## src/design/roll_sweep_plot_buffer_core_defines.svh

```systemverilog
// ----------------------------------------------------------------------------
// roll_sweep_plot_buffer_core_defines
// assertion macros shared by the plot buffer modules
// ----------------------------------------------------------------------------
`ifndef ROLL_SWEEP_PLOT_BUFFER_CORE_DEFINES_SVH
`define ROLL_SWEEP_PLOT_BUFFER_CORE_DEFINES_SVH

`ifndef ASSERT_OFF
// checked on every edge outside reset
`define RSPB_ASSERT(lbl, prop) \
  lbl: assert property (@(posedge clk) disable iff (rst) prop) \
    else $error("%m: assertion failed");
// checked on every edge, reset included
`define RSPB_ASSERT_ALWAYS(lbl, prop) \
  lbl: assert property (@(posedge clk) prop) \
    else $error("%m: assertion failed");
`else
`define RSPB_ASSERT(lbl, prop)
`define RSPB_ASSERT_ALWAYS(lbl, prop)
`endif

`endif

```

## src/design/rspb_pkg.sv

```systemverilog
// ----------------------------------------------------------------------------
// rspb_pkg
// shared constants, codes and the command type of the plot buffer
// ----------------------------------------------------------------------------
`timescale 1ns / 1ps
`default_nettype none

package rspb_pkg;

  localparam int MAX_FRAME   = 4096;
  localparam int SAMPLE_BITS = 16;
  localparam int ADDR_BITS   = $clog2(MAX_FRAME);
  localparam int COUNT_BITS  = $clog2(MAX_FRAME + 1);
  localparam int CLEN_BITS   = 16;
  localparam int MODE_BITS   = 2;
  localparam int Q_DEPTH     = 4;
  localparam int Q_PTR_BITS  = $clog2(Q_DEPTH);

  // input item modes
  localparam logic [MODE_BITS-1:0] MODE_PUSH  = 2'd0;
  localparam logic [MODE_BITS-1:0] MODE_READ  = 2'd1;
  localparam logic [MODE_BITS-1:0] MODE_CLEAR = 2'd2;

  // result kinds
  localparam logic KIND_PASS = 1'b0;
  localparam logic KIND_READ = 1'b1;

  // register indexes
  localparam logic REG_PLOT_SIZE    = 1'b0;
  localparam logic REG_ROLLING_MODE = 1'b1;

  typedef enum logic [1:0] {
    OP_WRITE,
    OP_READ,
    OP_PASS
  } op_t;

  typedef struct packed {
    op_t                    op;
    logic [ADDR_BITS-1:0]   addr;
    logic [SAMPLE_BITS-1:0] data;
    logic [COUNT_BITS-1:0]  count;
    logic                   last;
    logic                   in_range;
  } cmd_t;

endpackage

`default_nettype wire

```

## src/design/rspb_queue.sv

```systemverilog
// ----------------------------------------------------------------------------
// rspb_queue
// short command queue between the front and the back
// ----------------------------------------------------------------------------
`timescale 1ns / 1ps
`default_nettype none

`include "roll_sweep_plot_buffer_core_defines.svh"

module rspb_queue import rspb_pkg::*; (
  input  wire logic clk,
  input  wire logic rst,
  input  wire logic push,
  input  wire cmd_t push_cmd,
  output logic      full,
  input  wire logic pop,
  output logic      empty,
  output cmd_t      head
);

  cmd_t                  entries [Q_DEPTH];
  logic [Q_PTR_BITS-1:0] wptr;
  logic [Q_PTR_BITS-1:0] rptr;
  logic [Q_PTR_BITS:0]   count;

  assign full  = (count == (Q_PTR_BITS+1)'(Q_DEPTH));
  assign empty = (count == '0);
  assign head  = entries[rptr];

  always_ff @(posedge clk) begin
    if (push) begin
      entries[wptr] <= push_cmd;
    end
  end

  always_ff @(posedge clk) begin
    if (rst) begin
      wptr  <= '0;
      rptr  <= '0;
      count <= '0;
    end else begin
      if (push) begin
        wptr <= wptr + Q_PTR_BITS'(1);
      end
      if (pop) begin
        rptr <= rptr + Q_PTR_BITS'(1);
      end
      if (push && !pop) begin
        count <= count + (Q_PTR_BITS+1)'(1);
      end else if (pop && !push) begin
        count <= count - (Q_PTR_BITS+1)'(1);
      end
    end
  end

  `RSPB_ASSERT(a_no_overflow, push |-> !full)
  `RSPB_ASSERT(a_no_underflow, pop |-> !empty)
  `RSPB_ASSERT(a_count_bound, count <= (Q_PTR_BITS+1)'(Q_DEPTH))
  `RSPB_ASSERT_ALWAYS(a_reset_empty, rst |=> empty)

endmodule

`default_nettype wire

```

## config.mk

```make
export PLATFORM = sky130hd
export DESIGN_NAME = rspb_queue
export DESIGN_NICKNAME = d
export VERILOG_FILES = /design/src/design/rspb_pkg.sv /design/src/design/rspb_queue.sv
export VERILOG_INCLUDE_DIRS = /design/src /design/src/design
export SDC_FILE = /design/constraint.sdc
export NUM_CORES = 1
export LEC_CHECK = 0
export BUFFER_PORTS_ARGS = -buffer_cell sky130_fd_sc_hd__buf_4
export CORE_ASPECT_RATIO = 1.25
export CORE_MARGIN = 1.5
export CORE_UTILIZATION = 25
export DETAILED_ROUTE_END_ITERATION = 8
export PLACE_DENSITY = 0.43
export SLEW_MARGIN = 40
export SYNTH_ARGS = -nofsm -noshare
export SYNTH_HDL_FRONTEND = slang
export SYNTH_SLANG_ARGS = --single-unit
```

## constraint.sdc

```tcl
create_clock -name clk -period 2.4 [get_ports clk]
set_clock_uncertainty 0.05 [all_clocks]
set_input_delay 0.12 -clock clk [delete_from_list [all_inputs] [get_ports clk]]
set_output_delay 0.12 -clock clk [all_outputs]
set_load 0.1 [all_outputs]
```

== Word level (Yosys, flattened, before mapping) ==
Memories as Yosys holds them, arrays and structs flattened. A register that Yosys moved wholly into a read port is not among the register bits.
Index checks and enable logic that the tools add are counted.

* Output and inout bits: 47
* Input port bits: 49
* Bits in latches: 0
* Memories: 1
* Logic and storage cells: 21
* Memory bits (writable): 180
* Register bits: 7
* Bits in read-only memories: 0

* Bitwise operators: 0
* Shift operators: 0
* Magnitude comparators: 0
* Equality and inequality tests: 1
* Mux-type cells: 6
* Multiply operators: 0
* Div/mod/pow operators: 0
* Add/subtract/negate cells: 4
* Reductions and logical operators: 6

{| class="wikitable"
|+ Memories
! name !! words !! bits a word !! rd ports !! clocked after Yosys merged registers in !! wr ports !! line !! text
|-
| entries || 4 || 45 || 1 || 1 || 1 || rspb_queue.sv:21 || <nowiki>cmd_t entries [Q_DEPTH];</nowiki>
|}

{| class="wikitable"
|+ Operators with widths
! cell !! count
|-
| $mux 3 || 2
|-
| $add 2x1->2 const B || 2
|-
| $mux 2 || 2
|-
| $add 3x1->3 const B || 1
|-
| $eq 3x3->1 const B || 1
|-
| $logic_not 3->1 || 1
|-
| $sub 3x1->3 const B || 1
|-
| $logic_and 1x1->1 || 2
|-
| $logic_not 1->1 || 2
|-
| $mux 1 || 2
|-
| $reduce_bool 2->1 || 1
|}

== Logic depth before layout (Yosys ltp) ==
* Depth in word-level cells: 4
* Gate-level depth with buffers: 7
* Mapped depth without buffers: 7

== Worst setup path before layout ==
Ideal clock, no wire load.

* Path type: register to output
* Start: register count[1]
* End: output port full
* Cell stages (with the launch flop): 2
* Buffers on the path: 0
* Setup slack: -0.322 ns
* Data arrival time: 2.552 ns
* Cell sequence: dfxtp_1 -> nor3b_1

* Cells in the longest elaborated chain, start to end: 1

{| class="wikitable"
|+ RTL lines
! item !! line !! text
|-
| from (decl) || rspb_queue.sv:24 || <nowiki>logic [Q_PTR_BITS:0] count;</nowiki>
|-
| from (signal assigned) || rspb_queue.sv:49 || <nowiki>count <= count + (Q_PTR_BITS+1)'(1);</nowiki>
|-
| from (signal assigned) || rspb_queue.sv:51 || <nowiki>count <= count - (Q_PTR_BITS+1)'(1);</nowiki>
|-
| $eq 3x3->1 || rspb_queue.sv:26 || <nowiki>assign full = (count == (Q_PTR_BITS+1)'(Q_DEPTH));</nowiki>
|-
| to (decl) || rspb_queue.sv:15 || <nowiki>output logic full,</nowiki>
|}

No other way between the ends.

==> results_dict.tcl <==
set metrics [dict create \
    clk_pin_slew_worst_paths_ps 70 \
    nets 506 \
    maxUsedRoutingLayer "met4" \
    hold_viol_final 0 \
    reg2reg_to "entries[2][34]" \
    dp.final_hpwl_mm 8.858 \
    synthMuxAreaShare_pct 15.07 \
    drive_gt1_share_pct 41.81 \
    fmax_mhz 472.1 \
    multi_input_area_um2 1277 \
    synth_top_family_by_area "multiplexers" \
    drc 0 \
    place_area_um2 8207 \
    met2WireLength_mm 7.506 \
    post-route-util_pct 33.78 \
    htree_levels 4 \
    cts_root_buf "clkbuf_16" \
    core-area_um2 27570 \
    cp_common_cell "buf_4" \
    synth_edf_count 180 \
    cp_data_required_time_ps 2230 \
    die_area_um2 28950 \
    synth_area_per_cell_um2 25.03 \
    rr_worst_depth 4 \
    period_share_pct 88.25 \
    wl_met3_um 578 \
    clk_path_buf_depth 2 \
    grt_pass1_vias 3742 \
    whs_ps 378.7 \
    area_growth_syn_to_layout_pct 33.35 \
    p_leak_nw 3.175 \
    antenna_found_initial 1 \
    critPathArrivalTime_ps 1950 \
    worstSetupEndpoint "head[44]" \
    track_usage_pct 10.45 \
    grt_max_degree 27 \
    std_cell_rows 68 \
    max_stage_delay_ps 570 \
    final-max-slew-violation-count 0 \
    rrSetupSlack_ps 700 \
    cp_top_family "multiplexers" \
    synth-seq-cells 189 \
    synth-compound-area-share_pct 0.1433 \
    die_w_um 152.5 \
    ant_nets 0 \
    finalSetupViolations 0 \
    r2r-start "wptr[0]" \
    ys_warn_count 0 \
    synth_top_cell_area_share_pct 77.41 \
    cp_slowest_cell "mux4_1" \
    outcome "finished, final reports clean" \
    synth_area_um2 6983 \
    ys_seq_area_share_pct 79.99 \
    yosysTopAreaCell "edfxtp_1" \
    grt_pass1_wl_mm 22.07 \
    rsz0062_at_grt "no" \
    syn-num-nets 334 \
    dr.pass1.iters 4 \
    synth_xor_area_share_pct 0.6271 \
    die_height_um 189.9 \
    synth-simple-area-share_pct 1.057 \
    ys.flop_type "edfxtp_1" \
    pin_count 96 \
    syn_inst 279 \
    path_buf_inv 2 \
    vias 3353 \
    cts.sinks 189 \
    port_buffers 95 \
    fill_cells 2660 \
    routed_wl_mm 14.32 \
    drt-vias-per-instance 4.114 \
    overflow 0 \
    final_cell_area_um2 9311 \
    relSlewSlack_pct 63.37 \
    avgRoutedWirePerCell_um 17.57 \
    synth.most_common_cell "edfxtp_1" \
    vdd_drop_max_mv 0.4931 \
    end_kind "output pin" \
    fin_crit_ps 2118 \
    maxCapViolCount 0 \
    hold_class "input pin to flip-flop" \
    yosysUniqueCellTypes 23 \
    met1Wirelength_mm 6.047 \
    cts_made_buffers 17 \
    place_congestion 0.6414 \
    synth_area_leaders "edfxtp_1, mux4_2, dfxtp_1" \
    placedCellCount 726 \
    path_class "flip-flop to output pin" \
    power_density_nw_per_um2 888.5 \
    final.setup.tns_ps 0 \
    path_depth 3 \
    synthTopCellsByCount "edfxtp_1, mux4_2, dfxtp_1, nor2_1" \
    synth_fa_ha_area_share_pct 1.183 \
    synthArstFlopShare_pct 0 \
    startpoint_type "flip-flop" \
    drtIter0Drc 117 \
    start_util_pct 25.33 \
    crit_fanout 11 \
    seq_area_um2 5590 \
    cts_tree "done" \
    tightest_slew_ps 549.5 \
    final_cells 815 \
    clock_latency_ps 430 \
    cp_cell_sequence "buf_4, mux4_1, buf_4" \
]
==> what timing repair did <==
action | 4_1_cts | 5_1_grt
buffers inserted | 0 | 7
hold buffers | 49 | 0
gates resized for setup | 0 | 0
endpoints found under the setup margin | 0 | 3
hold endpoints to repair | 189 | 0
==> sequential cells by signal, summed over array words and instances, names as in the netlist, named ones only <==
signal   cells
entries    180
wptr         2
rptr         2
count        3
==> power breakdown <==
group | internal [mW] | switching (mW) | total, mW
clock network | 1.37 | 1.29 | 2.66
registers | 3.78 | 0.0529 | 3.83
logic | 0.507 | 1.27 | 1.78
==> worst min path at each step <==
| stage | from | endpoint | cells after the start |
|---|---|---|---|
| 2_1_floorplan | push_cmd[0] | entries[0][0] | 0 |
| 3_3_place_gp | push_cmd[27] | entries[1][27] | 1 |
| 3_5_place_dp | push_cmd[33] | entries[0][33] | 1 |
| 4_1_cts | push_cmd[10] | entries[3][10] | 2 |
| 5_1_grt | push_cmd[5] | entries[0][5] | 2 |
| 6_report | push_cmd[10] | entries[3][10] | 2 |
==> metal layers <==
| layer | up-vias | global-route usage (%) |
|---|---|---|
| met5 | - | 0 |
| met4 | 0 | 3.772 |
| met3 | 14 | 3.349 |
| met2 | 63 | 17.65 |
| met1 | 1749 | 12.54 |
| li1 | 1527 | - |
==> metrics by stage <==
stage / setup WS [ps] / power (mW)
2_1_floorplan: 320.5 / 5.221
3_3_place_gp: 535.7 / 5.610
3_5_place_dp: 533.7 / 5.637
4_1_cts: 45.97 / 8.405
5_1_grt: 181.8 / 8.594
6_report: 282.0 / 8.274
==> final cells by class <==
cell class	instances	share of cell area, %
diodes	1	0.02687
clock inverters	14	1.397
multi-input cells	75	13.72
inverters	4	0.1612
repair buffers	164	15.35
clock buffers	18	4.609
well taps	350	4.703
flip-flops and latches	189	60.04
==> cell usage in the layout (no fill, tap or decap), drive strengths merged, types with 3 or more instances in the layout <==
cell type / n
and2: 4
buf: 115
clkbuf: 18
clkinv: 5
dfxtp: 9
dlygate4sd3: 49
edfxtp: 180
ha: 5
inv: 11
mux4: 45
nor2: 7
xor2: 3
==> logic make-up (layout without fill, tap and decap cells) <==
kind of cell	after synthesis	in the layout
AO/OA/AOI/OAI	2	2
XOR/XNOR	5	5
adder cells (fa/ha/maj)	6	6
buffers and inverters	15	200
flip-flops	189	189
multiplexers	47	47
other	0	1
AND/OR/NAND/NOR	15	15
No activity file was read; power rests on OpenSTA's default activity.
