**config.mk**
```make
export PLATFORM = sky130hd
export DESIGN_NAME = rspb_front
export DESIGN_NICKNAME = d
export VERILOG_FILES = /design/src/design/rspb_pkg.sv /design/src/design/rspb_front.sv
export VERILOG_INCLUDE_DIRS = /design/src /design/src/design
export SDC_FILE = /design/constraint.sdc
export NUM_CORES = 1
export LEC_CHECK = 0
export BUFFER_PORTS_ARGS = -buffer_cell sky130_fd_sc_hd__buf_2
export CORE_ASPECT_RATIO = 0.8
export CORE_MARGIN = 3
export CORE_UTILIZATION = 52
export DETAILED_ROUTE_END_ITERATION = 7
export GPL_ROUTABILITY_DRIVEN = 0
export PLACE_DENSITY_LB_ADDON = 0.1
export RECOVER_POWER = 25
export SETUP_SLACK_MARGIN = 0.1
export SLEW_MARGIN = 20
export SYNTH_ARGS = -nofsm -noshare
export SYNTH_HDL_FRONTEND = slang
export SYNTH_SLANG_ARGS = --single-unit
```
**constraint.sdc**
```tcl
create_clock -name clk -period 8.71 [get_ports clk]
set_input_delay 1.3065 -clock clk [delete_from_list [all_inputs] [get_ports clk]]
set_output_delay 1.3065 -clock clk [all_outputs]
set_load 0.01 [all_outputs]
```
**src/design/roll_sweep_plot_buffer_core_defines.svh**
```systemverilog
// ----------------------------------------------------------------------------
// roll_sweep_plot_buffer_core_defines
// assertion macros shared by the plot buffer modules
// ----------------------------------------------------------------------------
`ifndef ROLL_SWEEP_PLOT_BUFFER_CORE_DEFINES_SVH
`define ROLL_SWEEP_PLOT_BUFFER_CORE_DEFINES_SVH

`ifndef ASSERT_OFF
// checked on every edge outside reset
`define RSPB_ASSERT(lbl, prop) \
  lbl: assert property (@(posedge clk) disable iff (rst) prop) \
    else $error("%m: assertion failed");
// checked on every edge, reset included
`define RSPB_ASSERT_ALWAYS(lbl, prop) \
  lbl: assert property (@(posedge clk) prop) \
    else $error("%m: assertion failed");
`else
`define RSPB_ASSERT(lbl, prop)
`define RSPB_ASSERT_ALWAYS(lbl, prop)
`endif

`endif

```
**src/design/rspb_pkg.sv**
```systemverilog
// ----------------------------------------------------------------------------
// rspb_pkg
// shared constants, codes and the command type of the plot buffer
// ----------------------------------------------------------------------------
`timescale 1ns / 1ps
`default_nettype none

package rspb_pkg;

  localparam int MAX_FRAME   = 4096;
  localparam int SAMPLE_BITS = 16;
  localparam int ADDR_BITS   = $clog2(MAX_FRAME);
  localparam int COUNT_BITS  = $clog2(MAX_FRAME + 1);
  localparam int CLEN_BITS   = 16;
  localparam int MODE_BITS   = 2;
  localparam int Q_DEPTH     = 4;
  localparam int Q_PTR_BITS  = $clog2(Q_DEPTH);

  // input item modes
  localparam logic [MODE_BITS-1:0] MODE_PUSH  = 2'd0;
  localparam logic [MODE_BITS-1:0] MODE_READ  = 2'd1;
  localparam logic [MODE_BITS-1:0] MODE_CLEAR = 2'd2;

  // result kinds
  localparam logic KIND_PASS = 1'b0;
  localparam logic KIND_READ = 1'b1;

  // register indexes
  localparam logic REG_PLOT_SIZE    = 1'b0;
  localparam logic REG_ROLLING_MODE = 1'b1;

  typedef enum logic [1:0] {
    OP_WRITE,
    OP_READ,
    OP_PASS
  } op_t;

  typedef struct packed {
    op_t                    op;
    logic [ADDR_BITS-1:0]   addr;
    logic [SAMPLE_BITS-1:0] data;
    logic [COUNT_BITS-1:0]  count;
    logic                   last;
    logic                   in_range;
  } cmd_t;

endpackage

`default_nettype wire

```
**src/design/rspb_front.sv**
```systemverilog
// ----------------------------------------------------------------------------
// rspb_front
// accepts items and register writes, tracks fill and pointers, issues commands
// ----------------------------------------------------------------------------
`timescale 1ns / 1ps
`default_nettype none

`include "roll_sweep_plot_buffer_core_defines.svh"

module rspb_front import rspb_pkg::*; (
  input  wire logic                   clk,
  input  wire logic                   rst,
  input  wire logic                   psel,
  input  wire logic                   penable,
  input  wire logic                   pwrite,
  input  wire logic [2:0]             paddr,
  input  wire logic [31:0]            pwdata,
  output logic      [31:0]            prdata,
  input  wire logic                   in_valid,
  output logic                        in_ready,
  input  wire logic [MODE_BITS-1:0]   mode,
  input  wire logic [SAMPLE_BITS-1:0] sample,
  input  wire logic [CLEN_BITS-1:0]   chunk_length,
  input  wire logic                   chunk_end,
  input  wire logic [ADDR_BITS-1:0]   read_index,
  input  wire logic                   q_full,
  output logic                        q_push,
  output cmd_t                        q_cmd
);

  localparam logic [COUNT_BITS-1:0] FRAME_CAP = COUNT_BITS'(MAX_FRAME);
  localparam logic [CLEN_BITS-1:0]  POS_MAX   = '1;

  logic [COUNT_BITS-1:0] plot_size;
  logic                  rolling_mode;
  logic [COUNT_BITS-1:0] fill_count, fill_count_next;
  logic [ADDR_BITS-1:0]  write_pointer, write_pointer_next;
  logic                  wrapped, wrapped_next;
  logic [CLEN_BITS-1:0]  chunk_position, chunk_position_next;

  logic [COUNT_BITS-1:0] ps;
  logic                  accept;
  logic                  cfg_write;
  logic [COUNT_BITS-1:0] wp_base;
  logic [COUNT_BITS-1:0] wp_inc;
  logic [COUNT_BITS-1:0] fill_eff;
  logic [COUNT_BITS-1:0] rd_sum;
  logic [COUNT_BITS-1:0] rd_addr;
  logic                  rd_ok;

  assign ps        = (plot_size > FRAME_CAP) ? FRAME_CAP : plot_size;
  assign in_ready  = !q_full;
  assign accept    = in_valid && in_ready;
  assign cfg_write = psel && penable && pwrite;
  assign prdata    = (paddr[2] == REG_ROLLING_MODE) ? {31'd0, rolling_mode}
                                                    : {{(32-COUNT_BITS){1'b0}}, plot_size};

  // roll mode write slot
  assign wp_base = ({1'b0, write_pointer} >= ps) ? '0 : {1'b0, write_pointer};
  assign wp_inc  = wp_base + COUNT_BITS'(1);

  // sweep mode restarts on a new chunk once full
  assign fill_eff = (chunk_position == '0 && fill_count >= ps) ? '0 : fill_count;

  // read address, oldest first
  assign rd_ok   = {1'b0, read_index} < fill_count;
  assign rd_sum  = {1'b0, write_pointer} + {1'b0, read_index};
  assign rd_addr = (rolling_mode && wrapped && ps != '0)
                   ? ((rd_sum >= ps) ? rd_sum - ps : rd_sum)
                   : {1'b0, read_index};

  always_comb begin
    fill_count_next     = fill_count;
    write_pointer_next  = write_pointer;
    wrapped_next        = wrapped;
    chunk_position_next = chunk_position;
    q_push              = 1'b0;
    q_cmd.op            = OP_WRITE;
    q_cmd.addr          = '0;
    q_cmd.data          = sample;
    q_cmd.count         = fill_count;
    q_cmd.last          = 1'b0;
    q_cmd.in_range      = 1'b0;
    if (accept) begin
      unique case (mode)
        MODE_PUSH: begin
          if (ps != '0) begin
            if (chunk_length >= CLEN_BITS'(ps)) begin
              if (chunk_position < CLEN_BITS'(ps)) begin
                q_push     = 1'b1;
                q_cmd.op   = OP_PASS;
                q_cmd.last = (chunk_position == CLEN_BITS'(ps - COUNT_BITS'(1)));
              end
            end else if (!rolling_mode) begin
              if (fill_eff != fill_count) begin
                write_pointer_next = '0;
                wrapped_next       = 1'b0;
              end
              fill_count_next = fill_eff;
              if (fill_eff < ps) begin
                q_push          = 1'b1;
                q_cmd.op        = OP_WRITE;
                q_cmd.addr      = fill_eff[ADDR_BITS-1:0];
                fill_count_next = fill_eff + COUNT_BITS'(1);
              end
            end else begin
              q_push     = 1'b1;
              q_cmd.op   = OP_WRITE;
              q_cmd.addr = wp_base[ADDR_BITS-1:0];
              if (wp_inc >= ps) begin
                write_pointer_next = '0;
                wrapped_next       = 1'b1;
                fill_count_next    = ps;
              end else begin
                write_pointer_next = wp_inc[ADDR_BITS-1:0];
                fill_count_next    = wrapped ? ps : wp_inc;
              end
            end
          end
          if (chunk_end) begin
            chunk_position_next = '0;
          end else if (chunk_position < POS_MAX) begin
            chunk_position_next = chunk_position + CLEN_BITS'(1);
          end
        end
        MODE_READ: begin
          q_push         = 1'b1;
          q_cmd.op       = OP_READ;
          q_cmd.addr     = rd_addr[ADDR_BITS-1:0];
          q_cmd.last     = rd_ok && ({1'b0, read_index} == fill_count - COUNT_BITS'(1));
          q_cmd.in_range = rd_ok;
        end
        MODE_CLEAR: begin
          fill_count_next    = '0;
          write_pointer_next = '0;
          wrapped_next       = 1'b0;
        end
        default: begin
        end
      endcase
    end
    if (cfg_write) begin
      fill_count_next    = '0;
      write_pointer_next = '0;
      wrapped_next       = 1'b0;
    end
  end

  always_ff @(posedge clk) begin
    if (rst) begin
      plot_size      <= '0;
      rolling_mode   <= 1'b0;
      fill_count     <= '0;
      write_pointer  <= '0;
      wrapped        <= 1'b0;
      chunk_position <= '0;
    end else begin
      if (cfg_write) begin
        if (paddr[2] == REG_PLOT_SIZE) begin
          plot_size <= pwdata[COUNT_BITS-1:0];
        end else begin
          rolling_mode <= pwdata[0];
        end
      end
      fill_count     <= fill_count_next;
      write_pointer  <= write_pointer_next;
      wrapped        <= wrapped_next;
      chunk_position <= chunk_position_next;
    end
  end

  `RSPB_ASSERT(a_fill_bound, fill_count <= ps)
  `RSPB_ASSERT(a_wrap_full, (rolling_mode && wrapped) |-> (fill_count == ps))
  `RSPB_ASSERT(a_wp_bound, (rolling_mode && ps != '0) |-> ({1'b0, write_pointer} < ps))

endmodule

`default_nettype wire

```
# After elaboration in Yosys (flattened, before gate mapping)
# Cells that the tools add are included.
# word_totals
regBits,56
in_bits,89
out_inout_bits,79
# op_classes
addsub,7
n_lt_le_gt_ge,10
eq_ne,9
n_mux,48
bitwise_logic,1
n_reduce_logical,20
# op_table
cell,count
$mux W12,10
$mux W13,9
$mux W14,3
$ge A13 B13 Y1,3
$mux W16,2
$pmux W14 S2,1
$pmux W13 S2,1
$pmux W12 S2,1
$add A16 B1 Y16 const B,1
$eq A16 B16 Y1,1
$ge A16 B13 Y1,1
$logic_not A16 Y1,1
$lt A16 B13 Y1,1
$lt A16 B16 Y1 const B,1
$mux W1,15
$sub A13 B1 Y14 const B,1
$add A12 B1 Y13 const B,1
$add A12 B12 Y13,1
$add A13 B1 Y13 const B,1
$eq A12 B13 Y1,1
$ge A12 B13 Y1,1
$gt A13 B13 Y1 const B,1
$lt A12 B13 Y1,1
$lt A13 B13 Y1,1
21 further kinds,35

# Longest topological paths before layout
# Gate-level depths: netlist of run 1.
# logic_depth
word_depth,12
depth_mapped,30
ltp_nobuf,27

# Least setup slack after synthesis of run 1
# OpenSTA, ideal clock, no wires.
# synth_timing
kind,reg-to-output
from,reg plot_size[2]
to,out q_push
t_arrival_ns,5.123
t_required_ns,7.404
path_slack_ns,2.280
path_stages_with_launch,21
path_buffers,2
cell_sequence,dfxtp_1 > buf_2 > nor4_2 > nand3_1 > o21ai_1 > nand2_1 > ha_1 > o21ai_0 > a211oi_1 > o41ai_1 > a31oi_2 > clkbuf_1 > nor2_1 > ha_1 > nand4_1 > nor4_1 > a21o_1 > clkinv_1 > o31ai_1 > a21oi_1 > o21a_1
# synth_via
elab_chain_len,12
# synth_rtl
element,line,rtl
from (decl),rspb_front.sv:34,logic [COUNT_BITS-1:0] plot_size;
from (signal assigned),rspb_front.sv:160,plot_size <= pwdata[COUNT_BITS-1:0];
$gt A13 B13 Y1,rspb_front.sv:51,assign ps = (plot_size > FRAME_CAP) ? FRAME_CAP : plot_size;
$mux W13 *,rspb_front.sv:51,
$ge A13 B13 Y1,rspb_front.sv:63,assign fill_eff = (chunk_position == '0 && fill_count >= ps) ? '0 : fill_count;
$logic_and A1 B1 Y1,rspb_front.sv:63,
$mux W13,rspb_front.sv:63,
$lt A13 B13 Y1,rspb_front.sv:100,if (fill_eff < ps) begin
$mux W1,rspb_front.sv:100,
$mux W1,rspb_front.sv:94,end else if (!rolling_mode) begin
$mux W1,rspb_front.sv:88,if (chunk_length >= CLEN_BITS'(ps)) begin
$mux W1 *,rspb_front.sv:87,if (ps != '0) begin
$pmux W1 S2 *,rspb_front.sv:85,unique case (mode)
$mux W1 *,rspb_front.sv:84,if (accept) begin
to (decl),rspb_front.sv:27,"output logic q_push,"
# Every way passes the cells marked *; elsewhere a longest branch is shown, timed or not.

==> out/summary.txt, run 1 <==
Status - finished clean
Core Rows - 39
Layout cells sized above 1 - 11.21%
Chip width - 144.0 um
Mapped Area - 7916 um^2
Seq/Total Area, Yosys - 14.16%
EDFF count, synth - 0
Final Hold Violating Endpoints - 0
Gr ovfl total - 0
Vias in the first global route - 7296
Worst Path Required - 7400 ps
Post-route ant nets - 0
Initial core utilization - 54.26%
Top_reg_cell synth - dfxtp_1
TritonCTS clock tree - yes
Num CTS Buffers - 5
Max-slew violations - 0
Cts hold-fix bufs - 0
Nets@finish - 1325
CP endpoint kind - primary output
Yosys reg bits - 56
Sw power - 0.0002404 W
First-pass GRT wire length - 40760 um
Type of origin of the critical path - register
Most frequent cells in the layout - 120 x ha_1, 101 x nor2_1, 84 x nand2_1
Crit path arrival time - 6690 ps
Routed wire length - 26130 um
Die footprint - 16750 um^2
Leakage power - 3.660 nW
Mapped Cells - 1055
Yosys warns - 0
Port Buffers - 95
Deepest clock path buffer count - 2
Setup Skew - 6.176 ps
Post-CTS setup buffers - 0
Crit path kind - register to primary output
Core area - 14590 um^2
Wire length on met3 - 3013 um
P per Cell Area - 81.32 nW/um^2
HPWL Detailed - 20440 um
Die height - 116.4 um
Vias post-DR - 8206
H-tree depth - 2
Avg WL per Cell - 20.12 um
Commonest non-fill, non-tap cell in the layout - ha_1
Ys async rst share - 0%
Final Critical Period - 7993 ps
Worst Max-Slew Pin Slew - 986.4 ps
Largest net degree at the start of global routing - 22
Clock root cell - clkbuf_16
Max-cap viol count - 0
VDD IR-drop max - 0.00007770 V
Worst-path fanout max - 13
Period utilization - 91.77%
Cell Count, Final, Fillers Out - 1299
Sw frac - 34.82%
Comb power frac - 31.2%
Iter 0 DRT Violations - 1030
M1 WL - 12380 um
Num ports - 168
Initial antenna violation count - 0
Vias/cell - 6.317
Fillcell total - 1431
Post-CTS Resized - 0
Clock latency on the worst-skew pair - 300 ps
Routed met2 length - 10380 um
Iteration count of the initial detailed-routing pass - 5
Finished Cell Area - 8491 um^2
DR DRC count - 0
Area after DPL - 8362 um^2
Setup TNS Final - 0 ps
Synthesized area per cell - 7.504 um^2
HP Class - register to register
Relative slew slack - 33.88%
Area growth syn-to-layout - 7.255%
Fmax achieved - 125.1 MHz
Clk pwr share - 31.1%
Seq pwr share - 37.7%
Int Power - 0.0004500 W
N_diodes - 0
Library cells used by synthesis - 79
Clock sinks - 56
Placed cells - 1291
RSZ-0062 raised after global routing - no
Max layer used - met4
CTS clk-pin slew, worst paths - 70 ps
Overall Global Routing Usage - 30.96%
Final setup violation count - 0
## cell type report
cell class / instances / area, um^2 / share of cell area, %
repair buffers: 106 / 540.5 / 6.366
clock buffers: 8 / 146.4 / 1.724
multi-input cells: 903 / 6295 / 74.14
well taps: 184 / 230.2 / 2.711
flip-flops and latches: 56 / 1121 / 13.20
inverters: 42 / 157.7 / 1.857
## logic make-up (layout without fill, tap and decap cells)
family / Yosys count / count (layout) / synth area share [%]
muxes: 20 / 20 / 2.545
xor gates and xnor gates: 69 / 69 / 7.634
adders and majority gates: 122 / 122 / 19.47
other: 1 / 19 / 0.04737
DFF: 56 / 56 / 14.16
AOI/OAI and AO/OA: 288 / 288 / 24.53
buffers and inverters: 114 / 156 / 7.239
and+or+nand+nor: 385 / 385 / 24.37
## registers in the layout (all words and copies together) (netlist names)
name and flops:
wrapped 1, fill_count 13, write_pointer 12, chunk_position 16, rolling_mode 1, plot_size 13
## per-stage QoR
step,hold WS [ps],total power [W],util (%),setup WS [ps]
2_1_floorplan,468.8,0.0004264,-,2280
3_3_place_gp,502.8,0.0004739,57.31,1417
3_5_place_dp,508.2,0.0004753,57.31,1286
4_1_cts,520.5,0.0006882,58.31,962.9
5_1_grt,559.6,0.0007229,58.19,341.6
6_report,517.6,0.0006904,58.19,716.8
## final timing paths
path	startpoint	end	slack [ps]	cells after the start
worst max-delay path	plot_size[2]	q_cmd[31]	720	21
worst min register to register	plot_size[11]	plot_size[11]	520	2
worst min-delay path	plot_size[11]	plot_size[11]	520	2
worst max register to register	plot_size[2]	fill_count[8]	1220	26
## synthesized netlist by cell type (6+ instances only)
| cell type | count | area, um^2 |
|---|---|---|
| nor3_1 | 39 | 195.2 |
| nand4_1 | 23 | 143.9 |
| a211oi_1 | 14 | 105.1 |
| xnor2_1 | 39 | 341.6 |
| nand2_1 | 84 | 315.3 |
| o211ai_1 | 10 | 75.07 |
| a21oi_1 | 73 | 365.4 |
| a31oi_1 | 10 | 62.56 |
| o31ai_1 | 11 | 82.58 |
| nor2b_1 | 27 | 168.9 |
| ha_1 | 120 | 1501 |
| and2_1 | 6 | 37.54 |
| nor2_1 | 101 | 379.1 |
| o21a_1 | 10 | 75.07 |
| a22oi_1 | 11 | 82.58 |
| inv_1 | 41 | 153.9 |
| clkbuf_1 | 30 | 112.6 |
| or3_1 | 7 | 43.79 |
| xor2_1 | 30 | 262.8 |
| nor4_1 | 8 | 50.05 |
| a21o_1 | 20 | 150.1 |
| and3_1 | 14 | 87.58 |
| nand2b_1 | 7 | 43.79 |
| dfxtp_1 | 56 | 1121 |
| o21ai_0 | 56 | 280.3 |
| buf_4 | 36 | 270.3 |
| o22ai_1 | 8 | 50.05 |
| a22o_1 | 6 | 52.55 |
| nand3_1 | 38 | 190.2 |
| mux2i_1 | 19 | 190.2 |
## metal layers
layer | GRT usage, % | up-vias
met5 | 0 | -
met4 | 5.082 | 0
met3 | 6.754 | 36
met2 | 44.05 | 480
met1 | 48.08 | 3737
li1 | - | 3953
## critical path, stage by stage, from the launching register on
cell and delay (ps):
dfxtp_1 390, nor4_2 620, nand3_1 300, o21ai_1 360
nand2_1 400, ha_1 430, o21ai_0 90, a211oi_1 280
o41ai_1 180, a31oi_2 560, nor2_1 260, ha_1 400
nand2_1 60, nor2_1 110, a211oi_1 60, o211ai_1 450
a21o_1 250, clkinv_1 320, ha_1 310, mux2i_1 190
o22ai_1 150, buf_2 180
## power by group through the flow
stage          Sequential [W]  Clock (W)  Combinational [W]
3_3_place_gp         0.000266          0           0.000208
3_5_place_dp         0.000266          0           0.000209
5_1_grt              0.000261   0.000224           0.000238
2_1_floorplan        0.000265          0           0.000162
6_report             0.000260   0.000215           0.000215
4_1_cts              0.000260   0.000218           0.000210
(Power assumes the default switching activity.)
==> run 2: changes to the inputs <==
--- a/config.mk
+++ b/config.mk
@@ -10,6 +10,7 @@
 export CORE_ASPECT_RATIO = 0.8
 export CORE_MARGIN = 3
 export CORE_UTILIZATION = 52
+export CTS_BUF_LIST = sky130_fd_sc_hd__clkbuf_8 sky130_fd_sc_hd__clkbuf_16
 export DETAILED_ROUTE_END_ITERATION = 7
 export GPL_ROUTABILITY_DRIVEN = 0
 export PLACE_DENSITY_LB_ADDON = 0.1
==> run 2 against run 1 <==
Sequential power hardly changed. Critical path depth stayed put. Flip-flop and latch count stayed put. Setup slack better by 38 ps. Design area stayed put. Sequential share of layout area stayed put. First-iteration DRC count stayed put. Via count is 0.37% lower. Total power is 0.35% lower. Die area stayed put.
==> out/summary.txt, run 2 (synthesis results as in run 1) <==
Status - finished clean
M1 WL - 12460 um (+0.63%)
Clock latency on the worst-skew pair - 300 ps (about the same)
Nets@finish - 1325 (unchanged)
Vias in the first global route - 7296 (unchanged)
First-pass GRT wire length - 40760 um (unchanged)
Crit path kind - register to primary output
N_diodes - 0 (unchanged)
Cts hold-fix bufs - 0 (unchanged)
Area growth syn-to-layout - 7.255% (unchanged)
Area after DPL - 8362 um^2 (unchanged)
Avg WL per Cell - 20.11 um (about the same)
Die height - 116.4 um (unchanged)
Iter 0 DRT Violations - 1030 (unchanged)
Relative slew slack - 33.90% (about the same)
HP Start - plot_size[11]
Sw frac - 34.94% (+0.11 points)
Post-CTS Resized - 0 (unchanged)
Final Hold Violating Endpoints - 0 (unchanged)
Seq pwr share - 37.8% (about the same)
RSZ-0062 raised after global routing - no
HPWL Detailed - 20440 um (unchanged)
Hold Path End - plot_size[11]
Iteration count of the initial detailed-routing pass - 5 (unchanged)
Initial core utilization - 54.26% (unchanged)
HP Class - register to register
Clk pwr share - 30.9% (-0.2 points)
Util after Layout - 58.19% (unchanged)
Fmax achieved - 125.7 MHz (+0.48%)
Final setup violation count - 0 (unchanged)
Post-route ant nets - 0 (unchanged)
Most common cell on crit path - ha_1
Clock root cell - clkbuf_16
Layout cells sized above 1 - 11.21% (unchanged)
Crit path arrival time - 6650 ps (-40 ps)
Chip width - 144.0 um (unchanged)
Max layer used - met4
R2R Path Start - plot_size[2]
Final Critical Period - 7955 ps (-37.93 ps)
Reg area - 1121 um^2 (unchanged)
TritonCTS clock tree - yes
H-tree depth - 2 (unchanged)
DR DRC count - 0 (unchanged)
Largest register FFs - 16 (unchanged)
Overall Global Routing Usage - 30.96% (unchanged)
Cells on worst reg2reg path - 26 (unchanged)
Setup TNS Final - 0 ps (unchanged)
Commonest non-fill, non-tap cell in the layout - ha_1
Worst Max-Slew Pin Slew - 986.1 ps (-0.2689 ps)
Worst Path Required - 7400 ps (about the same)
Reg-to-Reg End - fill_count[8]
CP max stage delay - 620 ps (about the same)
Cell Chain, Critical Path - nor4_2, nand3_1, o21ai_1, nand2_1, ha_1, o21ai_0, a211oi_1, o41ai_1, a31oi_2, nor2_1, ha_1, nand2_1, nor2_1, a211oi_1, o211ai_1, a21o_1, clkinv_1, ha_1, mux2i_1, o22ai_1, buf_2
Most frequent cells in the layout - 120 x ha_1, 101 x nor2_1, 84 x nand2_1
Largest Register - chunk_position
Worst-path fanout max - 13 (unchanged)
Setup Skew - 6.065 ps (-0.1107 ps)
Type of origin of the critical path - register
Core Rows - 39 (unchanged)
Deepest clock path buffer count - 2 (unchanged)
Max-cap viol count - 0 (unchanged)
Port Buffers - 95 (unchanged)
P per Cell Area - 81.04 nW/um^2 (-0.35%)
Worst path top cell family by delay - compound AO/OA/AOI/OAI gates
CTS clk-pin slew, worst paths - 70 ps (about the same)
VDD IR-drop max - 0.00007781 V (+0.14%)
Leakage power - 3.669 nW (+0.23%)
Routed met2 length - 10370 um (about the same)
Hold depth - 2 (unchanged)
Core area - 14590 um^2 (unchanged)
Vias/cell - 6.294 (-0.37%)
CP endpoint kind - primary output
Num ports - 168 (unchanged)
Finished Cell Area - 8491 um^2 (unchanged)
Reg-to-reg setup timing slack - 1240 ps (+20 ps)
Comb power frac - 31.2% (about the same)
Largest net degree at the start of global routing - 22 (unchanged)
Die footprint - 16750 um^2 (unchanged)
Bufs and invs on worst path - 2 (unchanged)
Int Power - 0.0004477 W (-0.52%)
Post-CTS setup buffers - 0 (unchanged)
Vias post-DR - 8176 (-0.37%)
Placed cells - 1291 (unchanged)
Fillcell total - 1431 (unchanged)
Max-slew violations - 0 (unchanged)
Wire length on met3 - 2914 um (-3.3%)
Gr ovfl total - 0 (unchanged)
Period utilization - 91.33% (-0.44 points)
CP max stage cell - nor4_2
Routed wire length - 26120 um (about the same)
Clock sinks - 56 (unchanged)
Multi-input gate area - 6295 um^2 (unchanged)
Num CTS Buffers - 5 (unchanged)
Sw power - 0.0002404 W (about the same)
Initial antenna violation count - 0 (unchanged)
Cell Count, Final, Fillers Out - 1299 (unchanged)
Largest regs - chunk_position x16, fill_count x13, plot_size x13
-- run 2: cell count changes in the layout (fill, tap and decap cells not counted), sizes merged --
cell	delta
clkbuf	-2
inv	+2
-- run 2: area by class of cell --
type	instances	share of cell area [%]
well taps	184	2.711
repair buffers	106	6.366
flip-flops and latches	56	13.20
clock buffers	6	1.636
multi-input cells	903	74.14
inverters	42	1.857
clock inverters	2	0.08842
-- run 2: metal layers --
| metal | track usage, % | vias up |
|---|---|---|
| li1 | - | 3954 |
| met1 | 48.08 | 3740 |
| met2 | 44.05 | 442 |
| met3 | 6.754 | 40 |
| met5 | 0 | - |
| met4 | 5.082 | 0 |
-- run 2: worst register-to-register path, cell delays in order (launching register included) --
cell	delay (ps)
dfxtp_1	390
nor4_2	620
nand3_1	300
o21ai_1	360
nand2_1	400
ha_1	340
a2111oi_0	370
o21ai_0	180
a31oi_1	260
o31ai_2	110
buf_4	200
nand2b_1	180
inv_1	190
ha_1	250
and3_1	290
nand2_1	100
nor2_1	130
xnor2_1	150
nor2_1	110
ha_1	220
or4_4	500
a21oi_4	140
a31oi_4	140
nor3_2	770
o21ai_0	170
a21o_1	220
a32o_1	270
-- run 2: power by group through the flow --
stage               logic (W)  registers, W  clock network, W
detailed placement   0.000209      0.000266                 0
global placement     0.000208      0.000266                 0
CTS                  0.000210      0.000260          0.000216
global route         0.000238      0.000261          0.000222
finish               0.000215      0.000260          0.000213
floorplan            0.000162      0.000265                 0
-- run 2: worst max-delay path by stage --
stage | start | end | cells after the start
3_3_place_gp | plot_size[2] | q_cmd[31] | 21
3_5_place_dp | plot_size[2] | q_cmd[31] | 21
6_report | plot_size[2] | q_cmd[31] | 21
2_1_floorplan | plot_size[2] | q_push | 20
5_1_grt | plot_size[2] | q_cmd[31] | 21
4_1_cts | plot_size[2] | q_cmd[31] | 21
-- run 2: per-stage QoR --
stage | setup slack (ps) | total power [W] | hold slack [ps]
floorplan | 2280 | 0.0004264 | 468.8
global placement | 1417 | 0.0004739 | 502.8
detailed placement | 1286 | 0.0004753 | 508.2
CTS | 962.6 | 0.0006860 | 520.5
global route | 341.5 | 0.0007206 | 559.6
finish | 754.7 | 0.0006880 | 517.5
